**src/hdl/pid_hd_pkg.sv**
```systemverilog
// Shared types, constants and register codes for the PID heater drive core.
package pid_hd_pkg;

  localparam int unsigned GainW   = 16;
  localparam int unsigned FloorW  = 10;
  localparam int unsigned MeasW   = 16;
  localparam int unsigned TargetW = 9;
  localparam int unsigned DriveW  = 10;
  localparam int unsigned ErrW    = 17;
  localparam int unsigned PrevW   = 18;
  localparam int unsigned IntegW  = 24;
  localparam int unsigned FracW   = 12;
  localparam int unsigned CfgIdxW = 2;
  localparam int unsigned CfgDataW = 16;
  localparam int unsigned InDataW  = 32;
  localparam int unsigned OutDataW = 16;

  localparam logic signed [GainW-1:0] GainPReset  = 16'sd5120;
  localparam logic signed [GainW-1:0] GainIReset  = 16'sd0;
  localparam logic signed [GainW-1:0] GainDReset  = 16'sd5120;
  localparam logic [FloorW-1:0]       FloorReset  = 10'd0;

  localparam logic signed [IntegW-1:0] IntegLimit = 24'sd4096000;
  localparam logic [DriveW-1:0]        DriveMax   = 10'd1023;
  // 1023.0 in Q.12.
  localparam logic signed [36:0]       DriveFull  = 37'sd4190208;

  typedef enum logic [CfgIdxW-1:0] {
    REG_GAIN_P      = 2'd0,
    REG_GAIN_I      = 2'd1,
    REG_GAIN_D      = 2'd2,
    REG_DRIVE_FLOOR = 2'd3
  } cfg_reg_e;

  typedef struct packed {
    logic signed [GainW-1:0] gain_p;
    logic signed [GainW-1:0] gain_i;
    logic signed [GainW-1:0] gain_d;
    logic [FloorW-1:0]       drive_floor;
  } cfg_t;

endpackage

```
**src/hdl/pid_hd_cfg.sv**
```systemverilog
// Configuration register file for the PID heater drive core.
module pid_hd_cfg import pid_hd_pkg::*; (
  input  logic                clk_i,
  input  logic                rst_ni,
  input  logic                cfg_we_i,
  input  logic [CfgIdxW-1:0]  cfg_idx_i,
  input  logic [CfgDataW-1:0] cfg_data_i,
  output cfg_t                cfg_o
);

  cfg_t cfg_q;

  always_ff @(posedge clk_i or negedge rst_ni) begin
    if (!rst_ni) begin
      cfg_q.gain_p      <= GainPReset;
      cfg_q.gain_i      <= GainIReset;
      cfg_q.gain_d      <= GainDReset;
      cfg_q.drive_floor <= FloorReset;
    end else if (cfg_we_i) begin
      unique case (cfg_reg_e'(cfg_idx_i))
        REG_GAIN_P:      cfg_q.gain_p      <= $signed(cfg_data_i[GainW-1:0]);
        REG_GAIN_I:      cfg_q.gain_i      <= $signed(cfg_data_i[GainW-1:0]);
        REG_GAIN_D:      cfg_q.gain_d      <= $signed(cfg_data_i[GainW-1:0]);
        REG_DRIVE_FLOOR: cfg_q.drive_floor <= cfg_data_i[FloorW-1:0];
        default: ;
      endcase
    end
  end

  assign cfg_o = cfg_q;

endmodule

```
**src/hdl/pid_hd_law.sv**
```systemverilog
// Combinational PID control law: error, three products, integrator clamp and drive.
module pid_hd_law import pid_hd_pkg::*; (
  input  cfg_t                      cfg_i,
  input  logic signed [MeasW-1:0]   meas_i,
  input  logic [TargetW-1:0]        target_i,
  input  logic signed [IntegW-1:0]  integ_i,
  input  logic signed [PrevW-1:0]   prev_err_i,
  output logic signed [IntegW-1:0]  integ_o,
  output logic signed [PrevW-1:0]   err_o,
  output logic [DriveW-1:0]         drive_o
);

  logic signed [ErrW-1:0] err;
  logic signed [PrevW-1:0] derr;
  logic signed [32:0] p_prod;
  logic signed [32:0] i_prod;
  logic signed [33:0] d_prod;
  logic signed [34:0] u_int;
  logic signed [35:0] u_sum;
  logic signed [36:0] diff;
  logic [DriveW-1:0]  quot;

  // Setpoint is whole degrees, so scale it to Q.4 before subtracting.
  assign err  = $signed({4'b0000, target_i, 4'b0000}) - $signed({meas_i[MeasW-1], meas_i});
  assign derr = $signed({err[ErrW-1], err}) - prev_err_i;

  assign p_prod = 33'(cfg_i.gain_p) * 33'(err);
  assign i_prod = 33'(cfg_i.gain_i) * 33'(err);
  assign d_prod = 34'(cfg_i.gain_d) * 34'(derr);

  assign u_int = 35'(integ_i) + 35'(i_prod);
  assign u_sum = 36'(u_int) + 36'(p_prod) + 36'(d_prod);
  assign diff  = DriveFull - 37'(u_sum);
  assign quot  = diff[FracW+DriveW-1:FracW];

  always_comb begin
    priority if (u_int > 35'(IntegLimit)) begin
      integ_o = IntegLimit;
    end else if (u_int < -35'(IntegLimit)) begin
      integ_o = -IntegLimit;
    end else begin
      integ_o = u_int[IntegW-1:0];
    end
  end

  assign err_o = $signed({err[ErrW-1], err});

  // A negative difference truncates to zero or below, which the floor always lifts.
  always_comb begin
    priority if (diff[36]) begin
      drive_o = cfg_i.drive_floor;
    end else if (|diff[35:FracW+DriveW]) begin
      drive_o = DriveMax;
    end else if (quot < cfg_i.drive_floor) begin
      drive_o = cfg_i.drive_floor;
    end else begin
      drive_o = quot;
    end
  end

endmodule

```
**src/hdl/pid_heater_drive_core.sv**
```systemverilog
// Each transaction passes the input register and then the result register; the integrator and
// last error update with the result; one transaction per cycle unless the output stalls.
// While a finished result waits on the output side, the input register takes one more
// transaction and then the input stalls until the result is taken.
// Reset (rst_ni low, asynchronous) clears both valid flags, the integrator and last error,
// and loads gains 20.0, 0, 20.0 and a drive floor of zero.
module pid_heater_drive_core import pid_hd_pkg::*; (
  input  logic                clk_i,
  input  logic                rst_ni,
  input  logic                cfg_we_i,
  input  logic [CfgIdxW-1:0]  cfg_idx_i,
  input  logic [CfgDataW-1:0] cfg_data_i,
  input  logic                s_axis_tvalid,
  output logic                s_axis_tready,
  // measured_temp [15:0], target_temp [24:16], zeros [31:25]
  input  logic [InDataW-1:0]  s_axis_tdata,
  output logic                m_axis_tvalid,
  input  logic                m_axis_tready,
  // drive_value [9:0], zeros [15:10]
  output logic [OutDataW-1:0] m_axis_tdata
);

  cfg_t cfg;

  logic                     in_valid_q;
  logic signed [MeasW-1:0]  meas_q;
  logic [TargetW-1:0]       target_q;
  logic signed [IntegW-1:0] integ_q, integ_d;
  logic signed [PrevW-1:0]  prev_err_q, prev_err_d;
  logic                     out_valid_q;
  logic [DriveW-1:0]        drive_q, drive_d;
  logic                     out_free;
  logic                     fire;
  logic                     in_take;

  pid_hd_cfg u_cfg (
    .clk_i      (clk_i),
    .rst_ni     (rst_ni),
    .cfg_we_i   (cfg_we_i),
    .cfg_idx_i  (cfg_idx_i),
    .cfg_data_i (cfg_data_i),
    .cfg_o      (cfg)
  );

  pid_hd_law u_law (
    .cfg_i      (cfg),
    .meas_i     (meas_q),
    .target_i   (target_q),
    .integ_i    (integ_q),
    .prev_err_i (prev_err_q),
    .integ_o    (integ_d),
    .err_o      (prev_err_d),
    .drive_o    (drive_d)
  );

  assign out_free      = !out_valid_q || m_axis_tready;
  assign fire          = in_valid_q && out_free;
  assign s_axis_tready = !in_valid_q || out_free;
  assign in_take       = s_axis_tvalid && s_axis_tready;

  always_ff @(posedge clk_i or negedge rst_ni) begin
    if (!rst_ni) begin
      in_valid_q  <= 1'b0;
      out_valid_q <= 1'b0;
      integ_q     <= '0;
      prev_err_q  <= '0;
    end else begin
      if (s_axis_tready) begin
        in_valid_q <= s_axis_tvalid;
      end
      if (out_free) begin
        out_valid_q <= in_valid_q;
      end
      if (fire) begin
        integ_q    <= integ_d;
        prev_err_q <= prev_err_d;
      end
    end
  end

  always_ff @(posedge clk_i) begin
    if (in_take) begin
      meas_q   <= $signed(s_axis_tdata[MeasW-1:0]);
      target_q <= s_axis_tdata[MeasW+TargetW-1:MeasW];
    end
    if (fire) begin
      drive_q <= drive_d;
    end
  end

  assign m_axis_tvalid = out_valid_q;
  assign m_axis_tdata  = {{(OutDataW-DriveW){1'b0}}, drive_q};

`ifndef NO_ASSERTIONS
  a_integ_bounded: assert property (@(posedge clk_i) disable iff (!rst_ni)
    (integ_q <= IntegLimit) && (integ_q >= -IntegLimit))
    else $error("integrator left its clamp range");

  a_state_holds: assert property (@(posedge clk_i) disable iff (!rst_ni)
    !fire |=> $stable(integ_q) && $stable(prev_err_q))
    else $error("controller state changed without a transaction moving forward");

  a_fire_fills_out: assert property (@(posedge clk_i) disable iff (!rst_ni)
    fire |=> out_valid_q)
    else $error("result register empty after a transaction was computed");

  a_full_blocks_input: assert property (@(posedge clk_i) disable iff (!rst_ni)
    (in_valid_q && out_valid_q && !m_axis_tready) |-> !s_axis_tready)
    else $error("input accepted while both stages are full and stalled");
`endif

endmodule

```
**config.mk**
```make
export PLATFORM = sky130hd
export DESIGN_NAME = pid_heater_drive_core
export DESIGN_NICKNAME = d
export VERILOG_FILES = /design/src/hdl/pid_hd_pkg.sv /design/src/hdl/pid_hd_cfg.sv /design/src/hdl/pid_hd_law.sv /design/src/hdl/pid_heater_drive_core.sv
export SDC_FILE = /design/constraint.sdc
export NUM_CORES = 2
export LEC_CHECK = 0
export BUFFER_PORTS_ARGS = -buffer_cell sky130_fd_sc_hd__buf_2
export CAP_MARGIN = 20
export CORE_ASPECT_RATIO = 1.25
export CORE_MARGIN = 4
export CORE_UTILIZATION = 33
export CTS_BUF_LIST = sky130_fd_sc_hd__clkbuf_8
export CTS_CLUSTER_DIAMETER = 30
export DETAILED_ROUTE_END_ITERATION = 7
export SETUP_SLACK_MARGIN = 0.2
export SYNTH_ARGS = -nofsm -noshare
export SYNTH_HDL_FRONTEND = slang
export SYNTH_SLANG_ARGS = --single-unit
```
**constraint.sdc**
```tcl
create_clock -name clk_i -period 52.5 [get_ports clk_i]
set_input_delay 2.625 -clock clk_i [delete_from_list [all_inputs] [get_ports clk_i]]
set_output_delay 2.625 -clock clk_i [all_outputs]
set_load 0.02 [all_outputs]
```
; After elaboration in Yosys (flattened, before gate mapping)
; Index checks and enable logic that the tools add are counted.
[totals]
elab_cells = 43
out_inout_bits = 18
register_bits = 136
[classes]
n_addsub = 6
n_mul = 3
magnitude_cmp = 3
n_mux = 5
n_reduce_logical = 12
eq_ne = 3
[op_table]
columns = cell, count
row1 = 16-bit by 17-bit multiplier with 33-bit output, 2
row2 = 24-bit two-way mux, 2
row3 = 23-bit by 36-bit subtractor with 37-bit output (first input constant), 1
row4 = 36-bit by 34-bit adder with 36-bit output, 1
row5 = 34-bit by 33-bit adder with 35-bit output, 1
row6 = 24-bit by 33-bit adder with 34-bit output, 1
row7 = 34-bit by 23-bit > comparator with 1-bit output (second input constant), 1
row8 = 34-bit by 23-bit less-than comparator with 1-bit output (second input constant), 1
row9 = 16-bit by 18-bit multiplier with 34-bit output, 1
row10 = 10-bit two-way mux, 3
row11 = 17-bit by 17-bit subtractor with 18-bit output, 1
row12 = 14-bit by 16-bit subtractor with 17-bit output, 1
row13 = 14-bit OR reduction, 1
row14 = 10-bit less-than comparator, 1
row15 = 2-bit AND reduction, 4
row16 = 2-bit equality test (second input constant), 2
row17 = 2-bit by 1-bit equality test with 1-bit output (second input constant), 1
row18 = 1-bit logical AND, 2
row19 = 1-bit logical NOT, 2
row20 = 2-bit logical NOT, 1
row21 = 1-bit logical OR, 2

; Depth between registers and ports, before layout
[depth]
ltp_word = 10
ltp_mapped = 74

; By module
; Synthesis repeated with hierarchy kept, for this count alone.
[hier_totals]
cells_unflattened = 4147
hier_area_um2 = 41703.7
[by_module_without_submodules]
columns = module, area_per_inst_um2, cells_each, instances
row1 = pid_hd_law, 36590.1, 3885, 1
row2 = pid_heater_drive_core, 2920.3, 139, 1
row3 = pid_hd_cfg, 2193.4, 123, 1

; Worst setup path before layout
; Ideal clock, no wire load.
[synth_path]
kind = register -> register
startpoint = register meas_q[0]
endpoint = register drive_q[8] (data pin)
synth_period_minus_slack_ns = 16.696
setup_ns = 0.285
path_slack_ns = 35.804
path_stages_with_launch = 64
n_path_buf = 2
t_required_ns = 52.215
t_arrival_ns = 16.412
path_cell_list = edfxtp_1 -> inv_1 -> ha_1 -> nor4bb_1 -> o21ai_0 -> a21boi_0 -> o21ai_0 -> a21boi_0 -> o21ai_0 -> a21oi_1 -> a21oi_1 -> nor3_1 -> nor2_1 -> clkbuf_1 -> nand2_1 -> fa_1 -> fa_1 -> fa_1 -> (+28 left out) -> fa_1 -> fa_1 -> fa_1 -> fa_1 -> inv_1 -> ha_1 -> clkbuf_1 -> a21o_1 -> or2_2 -> nor3_1 -> o21ai_0 -> or2_2 -> a2bb2oi_1 -> or4b_1 -> nor4_1 -> o32ai_1 -> o31ai_4 -> o2111ai_1
[synth_via]
elab_chain_len = 10
[synth_rtl]
columns = item, line_no
row1 = start: declaration, pid_heater_drive_core.sv:26  ; logic signed [MeasW-1:0] meas_q;
row2 = start signal: assignment, pid_heater_drive_core.sv:83  ; meas_q <= $signed(s_axis_tdata[MeasW-1:0]);
row3 = 14-bit by 16-bit subtractor with 17-bit output *, pid_hd_law.sv:24  ; assign err = $signed({4'b0000, target_i, 4'b0000}) - $signed({meas_i[MeasW-1], meas_i});
row4 = net prev_err_d[16], pid_heater_drive_core.sv:29  ; logic signed [PrevW-1:0] prev_err_q, prev_err_d;
row5 = 16-bit by 17-bit multiplier with 33-bit output, pid_hd_law.sv:28  ; assign i_prod = 33'(cfg_i.gain_i) * 33'(err);
row6 = 24-bit by 33-bit adder with 34-bit output, pid_hd_law.sv:31  ; assign u_int = 35'(integ_i) + 35'(i_prod);
row7 = 34-bit by 33-bit adder with 35-bit output, pid_hd_law.sv:32  ; assign u_sum = 36'(u_int) + 36'(p_prod) + 36'(d_prod);
row8 = 36-bit by 34-bit adder with 36-bit output *, pid_hd_law.sv:32
row9 = 23-bit by 36-bit subtractor with 37-bit output *, pid_hd_law.sv:33  ; assign diff = DriveFull - 37'(u_sum);
row10 = 10-bit less-than comparator, pid_hd_law.sv:54  ; end else if (quot < cfg_i.drive_floor) begin
row11 = 10-bit two-way mux, pid_hd_law.sv:54
row12 = 10-bit two-way mux, pid_hd_law.sv:52  ; end else if (|diff[35:FracW+DriveW]) begin
row13 = 10-bit two-way mux *, pid_hd_law.sv:50  ; priority if (diff[36]) begin
row14 = net drive_d[8], pid_heater_drive_core.sv:31  ; logic [DriveW-1:0] drive_q, drive_d;
row15 = end signal: assignment, pid_heater_drive_core.sv:87  ; drive_q <= drive_d;
row16 = end: declaration, pid_heater_drive_core.sv:31
; Mark *: on every way through the listed nets, which the timed path passes. The rest lies on a longest branch.
; A chain may end at the register's enable or synchronous reset.

; Worst setup path after layout
[layout_path]
startpoint = register meas_q[0]
endpoint = register drive_q[8] (data pin)
[layout_via]
elab_chain_len = 10
[layout_rtl]
columns = item, line_no
row1 = 14-bit by 16-bit subtractor with 17-bit output *, pid_hd_law.sv:24
row2 = 16-bit by 17-bit multiplier with 33-bit output, pid_hd_law.sv:28
row3 = 24-bit by 33-bit adder with 34-bit output, pid_hd_law.sv:31
row4 = 34-bit by 33-bit adder with 35-bit output, pid_hd_law.sv:32
row5 = 36-bit by 34-bit adder with 36-bit output *, pid_hd_law.sv:32
row6 = 23-bit by 36-bit subtractor with 37-bit output *, pid_hd_law.sv:33
row7 = 10-bit less-than comparator, pid_hd_law.sv:54
row8 = 10-bit two-way mux, pid_hd_law.sv:54
row9 = 10-bit two-way mux, pid_hd_law.sv:52
row10 = 10-bit two-way mux *, pid_hd_law.sv:50
row11 = net drive_d[8], pid_heater_drive_core.sv:31
; Marks and branches as above.

==> out/summary.txt <==
Core Region - 0.131 mm²
Slew HR - 20.5%
Placed cells - 6,255
Iteration-0 DRC Markers - 1,408
FF-to-FF Start - meas_q[0]
Placed wire-length estimate - 91.6 mm
Htree depth - 4
Vias - 30,800
Hold_ws - 0.493 ns
Post-Place Worst Slack - 31.13 ns
GR Util All Layers - 17.0%
Fin crit period - 21.42 ns
CTS root buffer - clkbuf_8
Worst-path fanout max - 34
Multi-input logic area - 0.0353 mm²
Post-synth cell types - 110
Most frequent cells in the layout - inv_1, fa_1, nand2_1, and2_1, ha_1
Setup TNS - 0 ns
Fmax - 46.7 MHz
Synth async-reset ratio - 74.3%
CP startpoint - meas_q[0]
Sequential cell area fraction in the yosys report - 8.25%
Final #Nets - 5,907
Worst setup SP type - flop
Worst path bufs/invs - 11
Slowest Stage Delay on Critical Path - 0.90 ns
Cell count after synthesis - 4,612
Commonest non-fill, non-tap cell in the layout - inv_1
Hold_sp - prev_err_q[16]
Routed Wire Length - 111 mm
Yosys reg bits - 136
Vias in the first global route - 34,600
Predominant post-synthesis flop cell - dfrtp_1
# clock sinks - 136
GRT Residual Overflow - 0
Max_cap viols - 0
Via/cell ratio - 4.89
First-pass DRT Iterations - 6
Final Hold Viols - 0
FF/Latch Area - 0.00358 mm²
Fin crit share - 40.8%
DRC - 0
Routed WL per cell - 17.6 µm
Largest net degree at the start of global routing - 57
RSZ-0062 raised after global routing - false
Ports - 73
Die span in y - 414 µm
Crit-path slowest cell - nor4bb_1
Number of buffers added on ports - 59
Ys Warns - 0
Crit-path leading delay family - adder cells
First-pass GRT wire length - 186 mm
Antenna Nets Post-Route - 0
Initial antenna violation count - 6
Clk slew on worst S/H paths - 0.09 ns
Worst Hold Depth - 2
GP Congestion - 0.888
Crit path depth - 67
Die area - 0.138 mm²
Critical Setup Path Class - flop to flop
CTS tree - built
Worst-Margin Slew - 1.17 ns
Synthesized cell area - 0.0435 mm²
CTS buffer count - 17
Arrival time at the worst endpoint - 21.67 ns
# setup viols final - 0
Syn_area_per_cell - 9.42 µm²
Initial core utilization - 33.3%
Post-CTS sizing - 0
Rows - 148
Clk buf depth - 2
CP required - 52.75 ns
Clk_lat worst skew - 0.58 ns
Syn-to-layout area delta - 5.93%
Horiz. Die Dim - 333 µm
Hold crit path type - flop to flop
Post-CTS Setup Repair Bufs - 0
Slew Viols, Final - 0
Setup ws final - 31.08 ns
Post-synth EDFFs - 35
CP dominant cell by count - fa_1
Cells on worst reg2reg path - 67
Share of cells above drive strength 1 - 5.90%
Non-filler instance count after layout - 6,293
Post-CTS Hold Buffers - 0
Crit end category - flop
Final setup skew - 0.0290 ns
Outcome - complete, no violations
Filler Cells Inserted - 13,400
==> routing by layer <==
layer	routed length (µm)	share of wire (%)	GRT usage, %
met5	0	0	0
met4	5150	4.6	6.97
met3	5190	4.7	2.52
met2	56000	50	30.5
met1	44600	40	20.5
==> logic make-up (layout without fill, tap and decap cells) <==
group,count (synthesis),in the layout,share of synthesized area [%]
adder cells (fa/ha/maj),1302,1302,54.1
other,1,11,0.00863
flip-flops,136,136,8.25
AO/OA/AOI/OAI,454,454,7.42
AND/OR/NAND/NOR,1296,1296,15.3
multiplexers,68,68,1.74
XOR/XNOR,116,116,2.34
buffers and inverters,1239,1185,10.9
==> registers in the layout (all words and copies together) (netlist names) <==
register and count:
drive_q 10, in_valid_q 1, integ_q 24, m_axis_tvalid 1, meas_q 16, prev_err_q 17
target_q 9, u_cfg.cfg_o 58
==> worst reg2reg max path, delay by kind of cell (launching register included) <==
kind                       cells  cell delay (ns)
DFF                            1             0.37
xor gates and xnor gates       2             0.77
adders and majority gates     20             9.09
and+or+nand+nor               12             3.65
AOI/OAI and AO/OA             22             5.89
buffers and inverters         11             1.36
==> synthesized netlist by cell type (6+ instances only) <==
cell type  count  area, µm²
a2111oi_0      8       70.1
buf_4          8       60.1
xor2_1        35        307
o21bai_1      12       90.1
or3_1         12       75.1
or2_2          8       50.1
o211ai_1      20        150
a21o_1        35        263
buf_1         11       41.3
fa_1         963      19300
a311oi_1       8       70.1
nor2b_1       26        163
mux2_2        61        687
ha_1         339       4240
o2111ai_1     10       87.6
o31ai_1        8       60.1
nand4_1       22        138
edfxtp_1      35       1050
a31oi_1       12       75.1
a21boi_0      13       97.6
o21a_1        20        150
nand2_1      485       1820
nor3_1        45        225
dfrtp_1       97       2430
clkbuf_1     155        582
nor4_1         9       56.3
and3_1        16        100
nor2_1       125        469
a211oi_1      24        180
and2_1       437       2730
buf_2          6       30.0
o21ai_1       12       60.1
a211o_1        7       61.3
xnor2_1       81        709
mux2i_1        7       70.1
a21oi_1       97        485
nand2b_1      25        156
nand3_1       39        195
inv_1       1055       3960
o21ai_0       96        480
==> metrics by stage <==
stage / instance area, µm² / util [%]
2_1_floorplan: 43500 / -
6_report: 46000 / 35.3
3_3_place_gp: 45600 / 34.9
3_5_place_dp: 45600 / 34.9
5_1_grt: 46000 / 35.3
4_1_cts: 46000 / 35.2
==> worst paths after layout <==
path	end	slack [ns]
worst min-delay path	prev_err_q[16]	0.49
min in group asynchronous	u_cfg.cfg_o[2]	2.13
worst max-delay path	drive_q[8]	31.08
worst min register to register	prev_err_q[16]	0.49
max in group asynchronous	u_cfg.cfg_o[10]	49.04
worst max register to register	drive_q[8]	31.08
==> area by class of cell <==
cell class	count	share of cell area, %
Multi-Input combinational cell	3242	76.7
Tap cell	1725	4.69
Sequential cell	136	7.78
Clock inverter	15	0.432
Inverter	1056	8.61
Antenna cell	5	0.0272
Clock buffer	17	0.508
Timing Repair Buffer	97	1.28
Power is not shown: default switching activity piles up to over one toggle a cycle in this logic, so the estimate is an artifact.
